===== config.mk =====
export PLATFORM = sky130hd
export DESIGN_NAME = nearest_palette_pixel_writer_core_flat
export DESIGN_NICKNAME = d
export VERILOG_FILES = /design/src/hdl/npw_pkg.sv /design/src/hdl/npw_pixel_if.sv /design/src/hdl/npw_result_if.sv /design/src/hdl/npw_dist.sv /design/src/hdl/npw_argmin.sv /design/src/hdl/nearest_palette_pixel_writer_core.sv /design/src/flat_wrapper.sv
export SDC_FILE = /design/constraint.sdc
export NUM_CORES = 1
export LEC_CHECK = 0
export BUFFER_PORTS_ARGS = -buffer_cell sky130_fd_sc_hd__clkbuf_2
export CORE_MARGIN = 3
export CORE_UTILIZATION = 32
export DETAILED_ROUTE_END_ITERATION = 7
export PLACE_DENSITY = 0.49
export SLEW_MARGIN = 20
export SYNTH_ARGS = -nofsm -noshare
export SYNTH_HDL_FRONTEND = slang
export SYNTH_HIERARCHICAL = 1
export SYNTH_SLANG_ARGS = --single-unit

===== constraint.sdc =====
create_clock -name clk -period 36.6 [get_ports clk]
set_clock_uncertainty 0.1 [all_clocks]
set_input_delay 5.49 -clock clk [delete_from_list [all_inputs] [get_ports clk]]
set_output_delay 5.49 -clock clk [all_outputs]
set_load 0.02 [all_outputs]

===== src/hdl/npw_pkg.sv =====
`default_nettype none

package npw_pkg;

    localparam int PAL_SIZE = 16;
    localparam int IDX_W    = 4;
    localparam int DIST_W   = 20;
    localparam int ADDR_W   = 18;
    localparam int POS_W    = 12;

    localparam logic [7:0] ALPHA_OPAQUE = 8'hFF;

    // Console palette as {red, green, blue}, in index order.
    localparam logic [23:0] PALETTE [PAL_SIZE] = '{
        24'h000000, 24'h000080, 24'h008000, 24'h008080,
        24'h800000, 24'h800080, 24'h808000, 24'hC0C0C0,
        24'h808080, 24'h0000FF, 24'h00FF00, 24'h00FFFF,
        24'hFF0000, 24'hFF00FF, 24'hFFFF00, 24'hFFFFFF
    };

    typedef logic signed [DIST_W-1:0] dist_t;
    typedef logic [IDX_W-1:0]         color_t;
    typedef logic [ADDR_W-1:0]        addr_t;

    typedef struct packed {
        logic  draw;
        addr_t cell_address;
    } place_t;

endpackage

`default_nettype wire


===== src/hdl/npw_pixel_if.sv =====
`default_nettype none

interface npw_pixel_if;
    logic              valid;
    logic              ready;
    logic [7:0]        red;
    logic [7:0]        green;
    logic [7:0]        blue;
    logic [7:0]        alpha;
    logic signed [11:0] x_pos;
    logic signed [11:0] y_pos;

    modport source (output valid, red, green, blue, alpha, x_pos, y_pos, input ready);
    modport sink   (input valid, red, green, blue, alpha, x_pos, y_pos, output ready);
endinterface

`default_nettype wire


===== src/hdl/npw_result_if.sv =====
`default_nettype none

interface npw_result_if;
    logic        valid;
    logic        ready;
    logic        draw;
    logic [17:0] cell_address;
    logic [3:0]  color_index;

    modport source (output valid, draw, cell_address, color_index, input ready);
    modport sink   (input valid, draw, cell_address, color_index, output ready);
endinterface

`default_nettype wire


===== src/hdl/npw_dist.sv =====
`default_nettype none

// Relative distance to every palette entry plus the draw decision and cell address.
// The common c*c term is dropped: p*p - 2*p*c orders entries exactly like (c - p)^2.
module npw_dist #(
    parameter int SCREEN_COLS = 300,
    parameter int SCREEN_ROWS = 220
) (
    input  wire logic [7:0]         red,
    input  wire logic [7:0]         green,
    input  wire logic [7:0]         blue,
    input  wire logic [7:0]         alpha,
    input  wire logic signed [11:0] x_pos,
    input  wire logic signed [11:0] y_pos,
    output npw_pkg::dist_t          pal_dist [npw_pkg::PAL_SIZE],
    output npw_pkg::place_t         place
);

    localparam npw_pkg::addr_t ROW_PITCH = npw_pkg::ADDR_W'(2 * SCREEN_COLS);

    function automatic npw_pkg::dist_t chan_term(input logic [7:0] c, input logic [7:0] p);
        logic [15:0] pp;
        logic [16:0] twopc;
        pp    = 16'(p) * 16'(p);
        twopc = {16'(p) * 16'(c), 1'b0};
        return $signed({4'b0, pp}) - $signed({3'b0, twopc});
    endfunction

    logic x_ok;
    logic y_ok;
    npw_pkg::addr_t addr;

    always_comb
    begin
        for (int i = 0; i < npw_pkg::PAL_SIZE; i++)
        begin
            pal_dist[i] = chan_term(red,   npw_pkg::PALETTE[i][23:16])
                        + chan_term(green, npw_pkg::PALETTE[i][15:8])
                        + chan_term(blue,  npw_pkg::PALETTE[i][7:0]);
        end
    end

    assign x_ok = !x_pos[11] && (32'(x_pos[10:0]) < SCREEN_COLS);
    assign y_ok = !y_pos[11] && (32'(y_pos[10:0]) < SCREEN_ROWS);
    assign addr = npw_pkg::ADDR_W'({7'b0, y_pos[10:0]} * ROW_PITCH)
                + npw_pkg::ADDR_W'({x_pos[10:0], 1'b0});

    assign place.draw         = (alpha == npw_pkg::ALPHA_OPAQUE) && x_ok && y_ok;
    assign place.cell_address = place.draw ? addr : '0;

endmodule

`default_nettype wire


===== src/hdl/npw_argmin.sv =====
`default_nettype none

// Four-level compare tree; on equal distance the lower index is kept.
module npw_argmin (
    input  wire npw_pkg::dist_t pal_dist [npw_pkg::PAL_SIZE],
    output npw_pkg::color_t     best
);

    localparam int LEVELS = npw_pkg::IDX_W;

    npw_pkg::dist_t  lvl_d [LEVELS+1][npw_pkg::PAL_SIZE];
    npw_pkg::color_t lvl_i [LEVELS+1][npw_pkg::PAL_SIZE];

    always_comb
    begin
        for (int l = 0; l <= LEVELS; l++)
        begin
            for (int i = 0; i < npw_pkg::PAL_SIZE; i++)
            begin
                lvl_d[l][i] = '0;
                lvl_i[l][i] = '0;
            end
        end
        for (int i = 0; i < npw_pkg::PAL_SIZE; i++)
        begin
            lvl_d[0][i] = pal_dist[i];
            lvl_i[0][i] = npw_pkg::IDX_W'(i);
        end
        for (int l = 1; l <= LEVELS; l++)
        begin
            for (int i = 0; i < (npw_pkg::PAL_SIZE >> l); i++)
            begin
                if (lvl_d[l-1][2*i+1] < lvl_d[l-1][2*i])
                begin
                    lvl_d[l][i] = lvl_d[l-1][2*i+1];
                    lvl_i[l][i] = lvl_i[l-1][2*i+1];
                end
                else
                begin
                    lvl_d[l][i] = lvl_d[l-1][2*i];
                    lvl_i[l][i] = lvl_i[l-1][2*i];
                end
            end
        end
    end

    assign best = lvl_i[LEVELS][0];

endmodule

`default_nettype wire


===== src/hdl/nearest_palette_pixel_writer_core.sv =====
`default_nettype none

// A pixel word passes through the input, middle and output registers in that order.
// Throughput: one pixel word per clock unless the result channel stalls; each of the
// three registers advances whenever the stage after it is empty or being drained.
// Reset (rst_n low, asynchronous) clears the three stage valid flags only; the payload
// registers are not reset and are never shown without a valid flag.
module nearest_palette_pixel_writer_core #(
    parameter int SCREEN_COLS = 300,
    parameter int SCREEN_ROWS = 220
) (
    input wire logic     clk,
    input wire logic     rst_n,
    npw_pixel_if.sink    pix,
    npw_result_if.source res
);

    // Stage enables. A stage loads when it is empty or its word moves on this cycle.
    logic in_en;
    logic mid_en;
    logic out_en;

    // Input register: the raw pixel word.
    logic               in_valid_reg;
    logic [7:0]         in_red_reg;
    logic [7:0]         in_green_reg;
    logic [7:0]         in_blue_reg;
    logic [7:0]         in_alpha_reg;
    logic signed [11:0] in_x_reg;
    logic signed [11:0] in_y_reg;

    // Middle register: sixteen relative distances plus the draw decision and address.
    logic             mid_valid_reg;
    npw_pkg::dist_t   mid_dist_reg [npw_pkg::PAL_SIZE];
    npw_pkg::place_t  mid_place_reg;

    // Output register: the finished result word.
    logic             out_valid_reg;
    npw_pkg::place_t  out_place_reg;
    npw_pkg::color_t  out_color_reg;

    npw_pkg::dist_t   pal_dist [npw_pkg::PAL_SIZE];
    npw_pkg::place_t  place;
    npw_pkg::color_t  best;

    assign out_en    = !out_valid_reg || res.ready;
    assign mid_en    = !mid_valid_reg || out_en;
    assign in_en     = !in_valid_reg  || mid_en;
    assign pix.ready = in_en;

    always_ff @(posedge clk or negedge rst_n)
    begin
        if (!rst_n)
        begin
            in_valid_reg  <= 1'b0;
            mid_valid_reg <= 1'b0;
            out_valid_reg <= 1'b0;
        end
        else
        begin
            if (in_en)
            begin
                in_valid_reg <= pix.valid;
            end
            if (mid_en)
            begin
                mid_valid_reg <= in_valid_reg;
            end
            if (out_en)
            begin
                out_valid_reg <= mid_valid_reg;
            end
        end
    end

    always_ff @(posedge clk)
    begin
        if (in_en && pix.valid)
        begin
            in_red_reg   <= pix.red;
            in_green_reg <= pix.green;
            in_blue_reg  <= pix.blue;
            in_alpha_reg <= pix.alpha;
            in_x_reg     <= pix.x_pos;
            in_y_reg     <= pix.y_pos;
        end
        if (mid_en && in_valid_reg)
        begin
            mid_dist_reg  <= pal_dist;
            mid_place_reg <= place;
        end
        if (out_en && mid_valid_reg)
        begin
            out_place_reg <= mid_place_reg;
            // A skipped pixel reports palette index zero.
            out_color_reg <= mid_place_reg.draw ? best : '0;
        end
    end

    npw_dist #(
        .SCREEN_COLS (SCREEN_COLS),
        .SCREEN_ROWS (SCREEN_ROWS)
    ) u_dist (
        .red      (in_red_reg),
        .green    (in_green_reg),
        .blue     (in_blue_reg),
        .alpha    (in_alpha_reg),
        .x_pos    (in_x_reg),
        .y_pos    (in_y_reg),
        .pal_dist (pal_dist),
        .place    (place)
    );

    npw_argmin u_argmin (
        .pal_dist (mid_dist_reg),
        .best     (best)
    );

    assign res.valid        = out_valid_reg;
    assign res.draw         = out_place_reg.draw;
    assign res.cell_address = out_place_reg.cell_address;
    assign res.color_index  = out_color_reg;

    // A skipped pixel carries all-zero address and color fields.
    a_skip_zero : assert property (@(posedge clk) disable iff (!rst_n)
        (res.valid && !res.draw) |-> (res.cell_address == '0 && res.color_index == '0))
        else $error("skipped pixel carries nonzero fields");

    // Every drawn pixel starts on an even cell, since each pixel spans two cells.
    a_even_cell : assert property (@(posedge clk) disable iff (!rst_n)
        (res.valid && res.draw) |-> !res.cell_address[0])
        else $error("drawn pixel starts on an odd cell");

    // With every stage full and the output stalled, no new word may be taken.
    a_full_stall : assert property (@(posedge clk) disable iff (!rst_n)
        (res.valid && !res.ready && mid_valid_reg && in_valid_reg) |-> !pix.ready)
        else $error("input accepted while pipeline is full and stalled");

    // A stalled middle stage keeps its word until the output register takes it.
    a_mid_hold : assert property (@(posedge clk) disable iff (!rst_n)
        (mid_valid_reg && !mid_en) |=> (mid_valid_reg && $stable(mid_place_reg)))
        else $error("middle stage word changed while stalled");

endmodule

`default_nettype wire


===== src/flat_wrapper.sv =====
// flat-port wrapper written by rule: the top's interface ports become plain ports
module nearest_palette_pixel_writer_core_flat 
#(
    parameter int SCREEN_COLS = 300,
    parameter int SCREEN_ROWS = 220
)
  (clk, rst_n, pix_valid, pix_red, pix_green, pix_blue, pix_alpha, pix_x_pos, pix_y_pos, pix_ready, res_valid, res_draw, res_cell_address, res_color_index, res_ready);
  npw_pixel_if pix_i ();
  npw_result_if res_i ();
  input wire logic clk;
  input wire logic rst_n;
  input wire logic [$bits(pix_i.valid)-1:0] pix_valid;
  input wire logic [$bits(pix_i.red)-1:0] pix_red;
  input wire logic [$bits(pix_i.green)-1:0] pix_green;
  input wire logic [$bits(pix_i.blue)-1:0] pix_blue;
  input wire logic [$bits(pix_i.alpha)-1:0] pix_alpha;
  input wire logic [$bits(pix_i.x_pos)-1:0] pix_x_pos;
  input wire logic [$bits(pix_i.y_pos)-1:0] pix_y_pos;
  output wire logic [$bits(pix_i.ready)-1:0] pix_ready;
  output wire logic [$bits(res_i.valid)-1:0] res_valid;
  output wire logic [$bits(res_i.draw)-1:0] res_draw;
  output wire logic [$bits(res_i.cell_address)-1:0] res_cell_address;
  output wire logic [$bits(res_i.color_index)-1:0] res_color_index;
  input wire logic [$bits(res_i.ready)-1:0] res_ready;
  assign pix_i.valid = pix_valid;
  assign pix_i.red = pix_red;
  assign pix_i.green = pix_green;
  assign pix_i.blue = pix_blue;
  assign pix_i.alpha = pix_alpha;
  assign pix_i.x_pos = pix_x_pos;
  assign pix_i.y_pos = pix_y_pos;
  assign pix_ready = pix_i.ready;
  assign res_valid = res_i.valid;
  assign res_draw = res_i.draw;
  assign res_cell_address = res_i.cell_address;
  assign res_color_index = res_i.color_index;
  assign res_i.ready = res_ready;
  nearest_palette_pixel_writer_core #(.SCREEN_COLS(SCREEN_COLS), .SCREEN_ROWS(SCREEN_ROWS)) u_core (.clk(clk), .rst_n(rst_n), .pix(pix_i), .res(res_i));
endmodule

==> results of run 1 <==
[cells by family after synthesis]
family / after synthesis
AO/OA/AOI/OAI: 841
AND/OR/NAND/NOR: 794
adder cells (fa/ha/maj): 695
buffers and inverters: 687
flip-flops: 421
XOR/XNOR: 250
multiplexers: 119
other: 2
[routing by layer]
metal / wire length [um] / global-route usage (%) / vias to the layer above
met4: 2590 / 4.23 / 0
met5: 0 / 0 / -
met3: 3900 / 2.29 / 98
met1: 46000 / 21.7 / 12328
li1: - / - / 13371
met2: 44100 / 25.9 / 422
[Yosys cell counts (26+ instances only)]
master                     instances
sky130_fd_sc_hd__a21o_1           94
sky130_fd_sc_hd__nor2_1          264
sky130_fd_sc_hd__o21bai_1         35
sky130_fd_sc_hd__fa_1            109
sky130_fd_sc_hd__buf_4           126
sky130_fd_sc_hd__edfxtp_1        418
sky130_fd_sc_hd__clkbuf_1         34
sky130_fd_sc_hd__nand2b_1         31
sky130_fd_sc_hd__xnor2_1         165
sky130_fd_sc_hd__and2_1           28
sky130_fd_sc_hd__ha_1            583
sky130_fd_sc_hd__o21a_1           26
sky130_fd_sc_hd__a21oi_1         331
sky130_fd_sc_hd__nor3_1           43
sky130_fd_sc_hd__mux2_2           31
sky130_fd_sc_hd__nand4_1          41
sky130_fd_sc_hd__inv_1           512
sky130_fd_sc_hd__nand3_1          55
sky130_fd_sc_hd__xor2_1           82
sky130_fd_sc_hd__nor2b_1          46
sky130_fd_sc_hd__nand2_1         202
sky130_fd_sc_hd__mux2i_1          86
sky130_fd_sc_hd__o21ai_0         170
sky130_fd_sc_hd__a211oi_1         32
[path summary, 6_finish.rpt]
kind	slack (ns)	cells after the start	endpoint	start
setup reg to reg	24.76	44	u_core/res.color_index[0]	u_core/mid_dist_reg[19]
hold reg to reg	0.32	0	u_core/res.cell_address[9]	u_core/mid_place_reg[9]
max in group asynchronous	31.74	1	u_core/in_valid_reg	rst_n
min in group asynchronous	4.54	1	u_core/res.valid	rst_n
setup / recovery	24.76	44	u_core/res.color_index[0]	u_core/mid_dist_reg[19]
hold / removal	0.32	0	u_core/res.cell_address[9]	u_core/mid_place_reg[9]
[per-stage QoR]
stage | util, % | hold slack (ns) | area (um^2) | instances
global route | 35.4 | 0.322 | 41200 | 5454
CTS | 35.3 | 0.319 | 41200 | 5454
global placement | 33.9 | 0.301 | 39500 | 5363
floorplan | - | 0.300 | 38000 | 3898
finish | 35.4 | 0.317 | 41200 | 5455
detailed placement | 33.9 | 0.305 | 39500 | 5363
[layout make-up]
class                           count  area share, %
Antenna cell                        1        0.00607
Sequential cell                   421           30.7
Inverter                          512           4.66
Timing Repair Buffer              116           1.63
Clock buffer                       65           3.25
Clock inverter                     26          0.759
Tap cell                         1524           4.63
Multi-Input combinational cell   2790           54.4
[worst register-to-register path, delay by kind of cell (launching register included)]
kind | cells | cell delay, ns
AO/OA/AOI/OAI | 22 | 5.64
AND/OR/NAND/NOR | 14 | 2.52
adder cells (fa/ha/maj) | 4 | 1.46
buffers and inverters | 2 | 0.77
multiplexers | 2 | 0.72
flip-flops | 1 | 0.39
==> impl_metrics.yaml, run 1 <==
detailed_routing:
  drt-initial-drc-count: 1430
  drt-vias-per-instance: 4.81
  detailedRoute.firstPassIterationCount: 5
  route.antenna.remaining_nets: 0
  routed_wire_length_per_instance_um: 17.7
  dr_total_vias: 26219
  wirelength_um: 96600
  remaining_drc_errors: 0
cells_and_area:
  nNetsFinal: 4643
  layout.cells.most_common_list: "sky130_fd_sc_hd__ha_1 (583), sky130_fd_sc_hd__inv_1 (512), sky130_fd_sc_hd__edfxtp_1 (418)"
  drive_gt1_share_pct: 7.10
  footprint_of_the_multi_input_gates_um2: 22400
  largest_register_ff_count: 320
  fill_cells: 11772
  syn_to_final_growth_pct: 9.39
  ff_latch_area_um2: 12600
  layout.cells.most_common: "sky130_fd_sc_hd__ha_1"
job:
  cap_violations: 0
timing:
  unrepaired_setup_endpoints_after_global_routing: "false"
  postLayoutSetupSlackWorst_ns: 24.76
  finalSetupViolations: 0
  max-slew-margin-rel_pct: 18.5
  setup-tns-final_ns: 0
  transition_time_at_the_pin_with_the_least_slew_margin_ns: 1.21
  slew_viols_final: 0
  fin_crit_sh_pct: 32.3
  achievable-frequency_ghz: 0.0845
  final_period_minus_worst_setup_slack_ns: 11.84
  hold_viol_final: 0
synthesis:
  synth_top_flop_cell: "sky130_fd_sc_hd__edfxtp_1"
  post_synth_xor_area_fraction_pct: 5.87
  sequential_fraction_of_the_synthesis_area_pct: 33.5
  synth-compound-area-share_pct: 13.8
  synth_cells: 3809
  yosys.area_share.simple_pct: 10.1
  synth_top_area_cell: "sky130_fd_sc_hd__edfxtp_1"
  syn-cell-area_um2: 37700
  yosys.area_share.adder_pct: 25.2
  synth-async-reset-ratio_pct: 0.713
  synth_cell_types: 98
  share_of_yosys_cell_area_claimed_by_the_top_area_cell_type_pct: 33.3
  combinational_family_with_the_most_area_after_synthesis: "adder cells"
  post_synth_main_area_contributors: "sky130_fd_sc_hd__edfxtp_1 (33%), sky130_fd_sc_hd__ha_1 (19%), sky130_fd_sc_hd__fa_1 (5.8%), sky130_fd_sc_hd__inv_1 (5.1%), sky130_fd_sc_hd__a21oi_1 (4.4%)"
  ys_ff_latch: 421
  synth-edff-count: 418
  muxShareOfSynthArea_pct: 3.29
  synthesis.area_per_instance_um2: 9.89
  ys.warnings.count: 6
global_route:
  global_route_overflow: 0
  grt_antenna_before_repair: 1
  number_of_global_route_vias_before_repair: 25415
  first_pass_grt_wire_length_um: 148000
  global_route.usage.total_pct: 15.8
  grt_start_max_net_pins: 158
critical_path:
  worst_path_most_repeated_cell: "sky130_fd_sc_hd__a21o_1"
  cp.buffers_inverters: 2
  critical_path.endpoint_type: "flop"
  startpoint_type: "flop"
  critical-path-slowest-cell: "sky130_fd_sc_hd__o21ai_4"
  critical_path_peak_fanout: 35
  crit_required_ns: 36.89
  kind_of_critical_path: "flop to flop"
  critPathArrivalTime_ns: 12.13
  worst_path_dominant_cell_family: "compound AO/OA/AOI/OAI gates"
  crit_path_max_incr_delay_ns: 0.71
floorplan:
  die-height_um: 349
  design.portCount: 85
  core.rowCount: 125
  floorplan.die.width_um: 349
  design.die.area_um2: 122000
  effective_utilization_at_floorplan_pct: 32.3
  placeableCoreArea_um2: 117000
cts:
  cts_made_buffers: 50
  cts-resized-gates: 0
  number_of_buffers_added_for_setup_after_cts: 0
  path_clk_slew_ns: 0.06
  clock_path_buffers: 3
  tritoncts_clock_tree: "yes"
  numClockSinks: 421
  clock-root-buffer: "sky130_fd_sc_hd__clkbuf_16"
  clk_latency_ns: 0.64
  hold_buffers: 0
  cts_h_tree_lvls: 2
place:
  detailedPlacementHpwl_um: 78700
  pre_cts_ws_ns: 24.81
  finalWeightedCongestion: 0.847
  portBuffers: 84
outcome:
  status: "finished clean"
worst_hold_path:
  worstHoldPathType: "flop to flop"
Power of run 1 is not shown: default switching activity piles up to over one toggle a cycle in this logic, so the estimate is an artifact.
==> run 2, diff against run 1 <==
- ABC_AREA: unset -> 1
- PLACE_DENSITY: 0.49 -> 0.51
- clock period: 36.6 -> 10.1 ns (I/O delays scaled with it)
==> impl_metrics.yaml, run 2 <==
critical_path:
  crit_path_max_incr_delay_ns: 0.44
  critical_path.endpoint_type: "flop"
  timing.reg2reg.setup_slack_ns: 0.78
  crit_required_ns: 10.38
  reg2reg_depth: 47
  kind_of_critical_path: "flop to flop"
  startpoint_type: "flop"
  critical-path-slowest-cell: "sky130_fd_sc_hd__ha_1"
  critPathArrivalTime_ns: 9.61
  regToRegEndpoint: "u_core/res.color_index[0]"
  reg2reg_from: "u_core/mid_dist_reg[211]"
  critical_path_peak_fanout: 39
  worst_path_most_repeated_cell: "sky130_fd_sc_hd__nand2_1"
detailed_routing:
  drt-vias-per-instance: 4.62
  route.antenna.remaining_nets: 0
  drt-initial-drc-count: 1881
  detailedRoute.firstPassIterationCount: 6
  wirelength_um: 103000
  met2RoutedLength_um: 47200
  dr.max_layer_used: "met4"
  routed_wire_length_per_instance_um: 16.1
  dr_total_vias: 29610
  wl_met1_um: 49200
  wl_met3_um: 4370
  remaining_drc_errors: 0
synthesis:
  synth_top_area_cell: "sky130_fd_sc_hd__edfxtp_1"
  syn-cell-area_um2: 38900
  ys.warnings.count: 6
  sequential_fraction_of_the_synthesis_area_pct: 32.4
  ys_ff_latch: 421
  synthesis.area_per_instance_um2: 8.36
  synth-async-reset-ratio_pct: 0.713
  post_synth_main_area_contributors: "sky130_fd_sc_hd__edfxtp_1 (32%), sky130_fd_sc_hd__ha_1 (19%), sky130_fd_sc_hd__nand2_1 (11%), sky130_fd_sc_hd__inv_1 (7.3%), sky130_fd_sc_hd__fa_1 (5.6%)"
  post_synth_most_frequent_cells: "sky130_fd_sc_hd__nand2_1 (1,115), sky130_fd_sc_hd__inv_1 (752), sky130_fd_sc_hd__ha_1 (583), sky130_fd_sc_hd__edfxtp_1 (418), sky130_fd_sc_hd__o21ai_0 (323)"
  synth_top_flop_cell: "sky130_fd_sc_hd__edfxtp_1"
  post-synth-top-count-cell: "sky130_fd_sc_hd__nand2_1"
  synth_cell_types: 51
  synth_cells: 4659
  synth-edff-count: 418
  share_of_yosys_cell_area_claimed_by_the_top_area_cell_type_pct: 32.2
cells_and_area:
  largest_register_ff_count: 320
  nNetsFinal: 5504
  final_core_util_pct: 35.4
  layout.cells.most_common_list: "sky130_fd_sc_hd__nand2_1 (1,114), sky130_fd_sc_hd__inv_1 (750), sky130_fd_sc_hd__ha_1 (583)"
  layout.cells.most_common: "sky130_fd_sc_hd__nand2_1"
  syn_to_final_growth_pct: 9.52
  stdcell_area_um2: 42600
  drive_gt1_share_pct: 6.44
  fill_cells: 12515
floorplan:
  floorplan.die.width_um: 355
  effective_utilization_at_floorplan_pct: 32.4
  die-height_um: 355
  core.rowCount: 127
  design.die.area_um2: 126000
  placeableCoreArea_um2: 120000
  design.portCount: 85
timing:
  slew_viols_final: 0
  unrepaired_setup_endpoints_after_global_routing: "false"
  finalSetupViolations: 0
  achievable-frequency_ghz: 0.107
  transition_time_at_the_pin_with_the_least_slew_margin_ns: 1.02
  setup-tns-final_ns: 0
  fin_crit_sh_pct: 92.3
  hold_viol_final: 0
  max-slew-margin-rel_pct: 31.5
  final_period_minus_worst_setup_slack_ns: 9.32
  postLayoutSetupSlackWorst_ns: 0.777
global_route:
  first_pass_grt_wire_length_um: 159000
  global_route_overflow: 0
  grt_start_max_net_pins: 146
  grt_antenna_before_repair: 0
  global_route.usage.total_pct: 16.2
  number_of_global_route_vias_before_repair: 27703
cts:
  hold_buffers: 0
  clock-root-buffer: "sky130_fd_sc_hd__clkbuf_16"
  cts_made_buffers: 53
  number_of_buffers_added_for_setup_after_cts: 0
  tritoncts_clock_tree: "yes"
  cts_h_tree_lvls: 2
  clock_path_buffers: 3
  path_clk_slew_ns: 0.06
  numClockSinks: 421
  cts-resized-gates: 0
  clk_latency_ns: 0.62
worst_hold_path:
  holdCritStartpoint: "u_core/mid_place_reg[10]"
  holdPathStages: 0
  worst_hold_path.endpoint: "u_core/res.cell_address[10]"
  worstHoldPathType: "flop to flop"
place:
  finalWeightedCongestion: 0.888
  detailedPlacementHpwl_um: 85300
  pre_cts_ws_ns: 0.410
  portBuffers: 84
  dpl-instance-area_um2: 40900
outcome:
  status: "finished clean"
job:
  cap_violations: 0
==> run 2: changes by cell type after synthesis, moves of 47 or more <==
cell / change
sky130_fd_sc_hd__a21o_1: -61
sky130_fd_sc_hd__a21oi_1: -63
sky130_fd_sc_hd__inv_1: +240
sky130_fd_sc_hd__mux2i_1: -86
sky130_fd_sc_hd__nand2_1: +913
sky130_fd_sc_hd__nand2_2: +47
sky130_fd_sc_hd__nand3_1: +136
sky130_fd_sc_hd__nor2_1: -71
sky130_fd_sc_hd__o21ai_0: +153
sky130_fd_sc_hd__xnor2_1: -100
sky130_fd_sc_hd__xor2_1: +56
==> run 2: worst max path at each step <==
stage	end	from	cells past startpoint	slack, ns
4_1_cts	u_core/res.color_index[0]	u_core/mid_dist_reg[211]	46	0.36
2_1_floorplan	u_core/mid_dist_reg[0]	res_ready	4	1.03
5_1_grt	u_core/res.color_index[1]	u_core/mid_dist_reg[155]	48	0.04
3_5_place_dp	u_core/res.color_index[0]	u_core/mid_dist_reg[211]	46	0.41
3_3_place_gp	u_core/res.color_index[0]	u_core/mid_dist_reg[211]	46	0.41
6_report	u_core/res.color_index[0]	u_core/mid_dist_reg[211]	47	0.78
==> run 2: cell families after synthesis <==
family | synth area share [%]
AND/OR/NAND/NOR | 18.4
AO/OA/AOI/OAI | 9.91
buffers and inverters | 10.3
XOR/XNOR | 4.61
adder cells (fa/ha/maj) | 24.3
other | 0.0193
flip-flops | 32.4
==> run 2: metal layers <==
| layer | global-route usage [%] | up-vias |
|---|---|---|
| met4 | 3.89 | 0 |
| met3 | 1.71 | 106 |
| met5 | 0 | - |
| met2 | 26.7 | 509 |
| met1 | 22.8 | 13585 |
| li1 | - | 15410 |
==> run 2: cell type report <==
cell class | instances | area [um^2] | area share [%]
clock buffers | 56 | 1340 | 3.14
multi-input cells | 3390 | 22700 | 53.2
clock inverters | 42 | 380 | 0.892
flip-flops and latches | 421 | 12600 | 29.6
well taps | 1612 | 2020 | 4.73
diodes | 1 | 2.50 | 0.00587
inverters | 762 | 2870 | 6.74
repair buffers | 124 | 733 | 1.72
==> run 2: metrics by stage <==
stage               hold slack, ns  cells
floorplan                    0.300   4748
global placement             0.301   6309
detailed placement           0.305   6309
CTS                          0.318   6407
global route                 0.324   6407
finish                       0.318   6408
==> run 2: critical path: cells and delay by family, from the launching register on <==
kind | cells | cell delay, ns
AOI/OAI and AO/OA | 10 | 1.85
adders and majority gates | 4 | 1.39
buffers and inverters | 4 | 0.96
DFF | 1 | 0.39
and+or+nand+nor | 29 | 4.36
Power of run 2 is left out for the same reason.
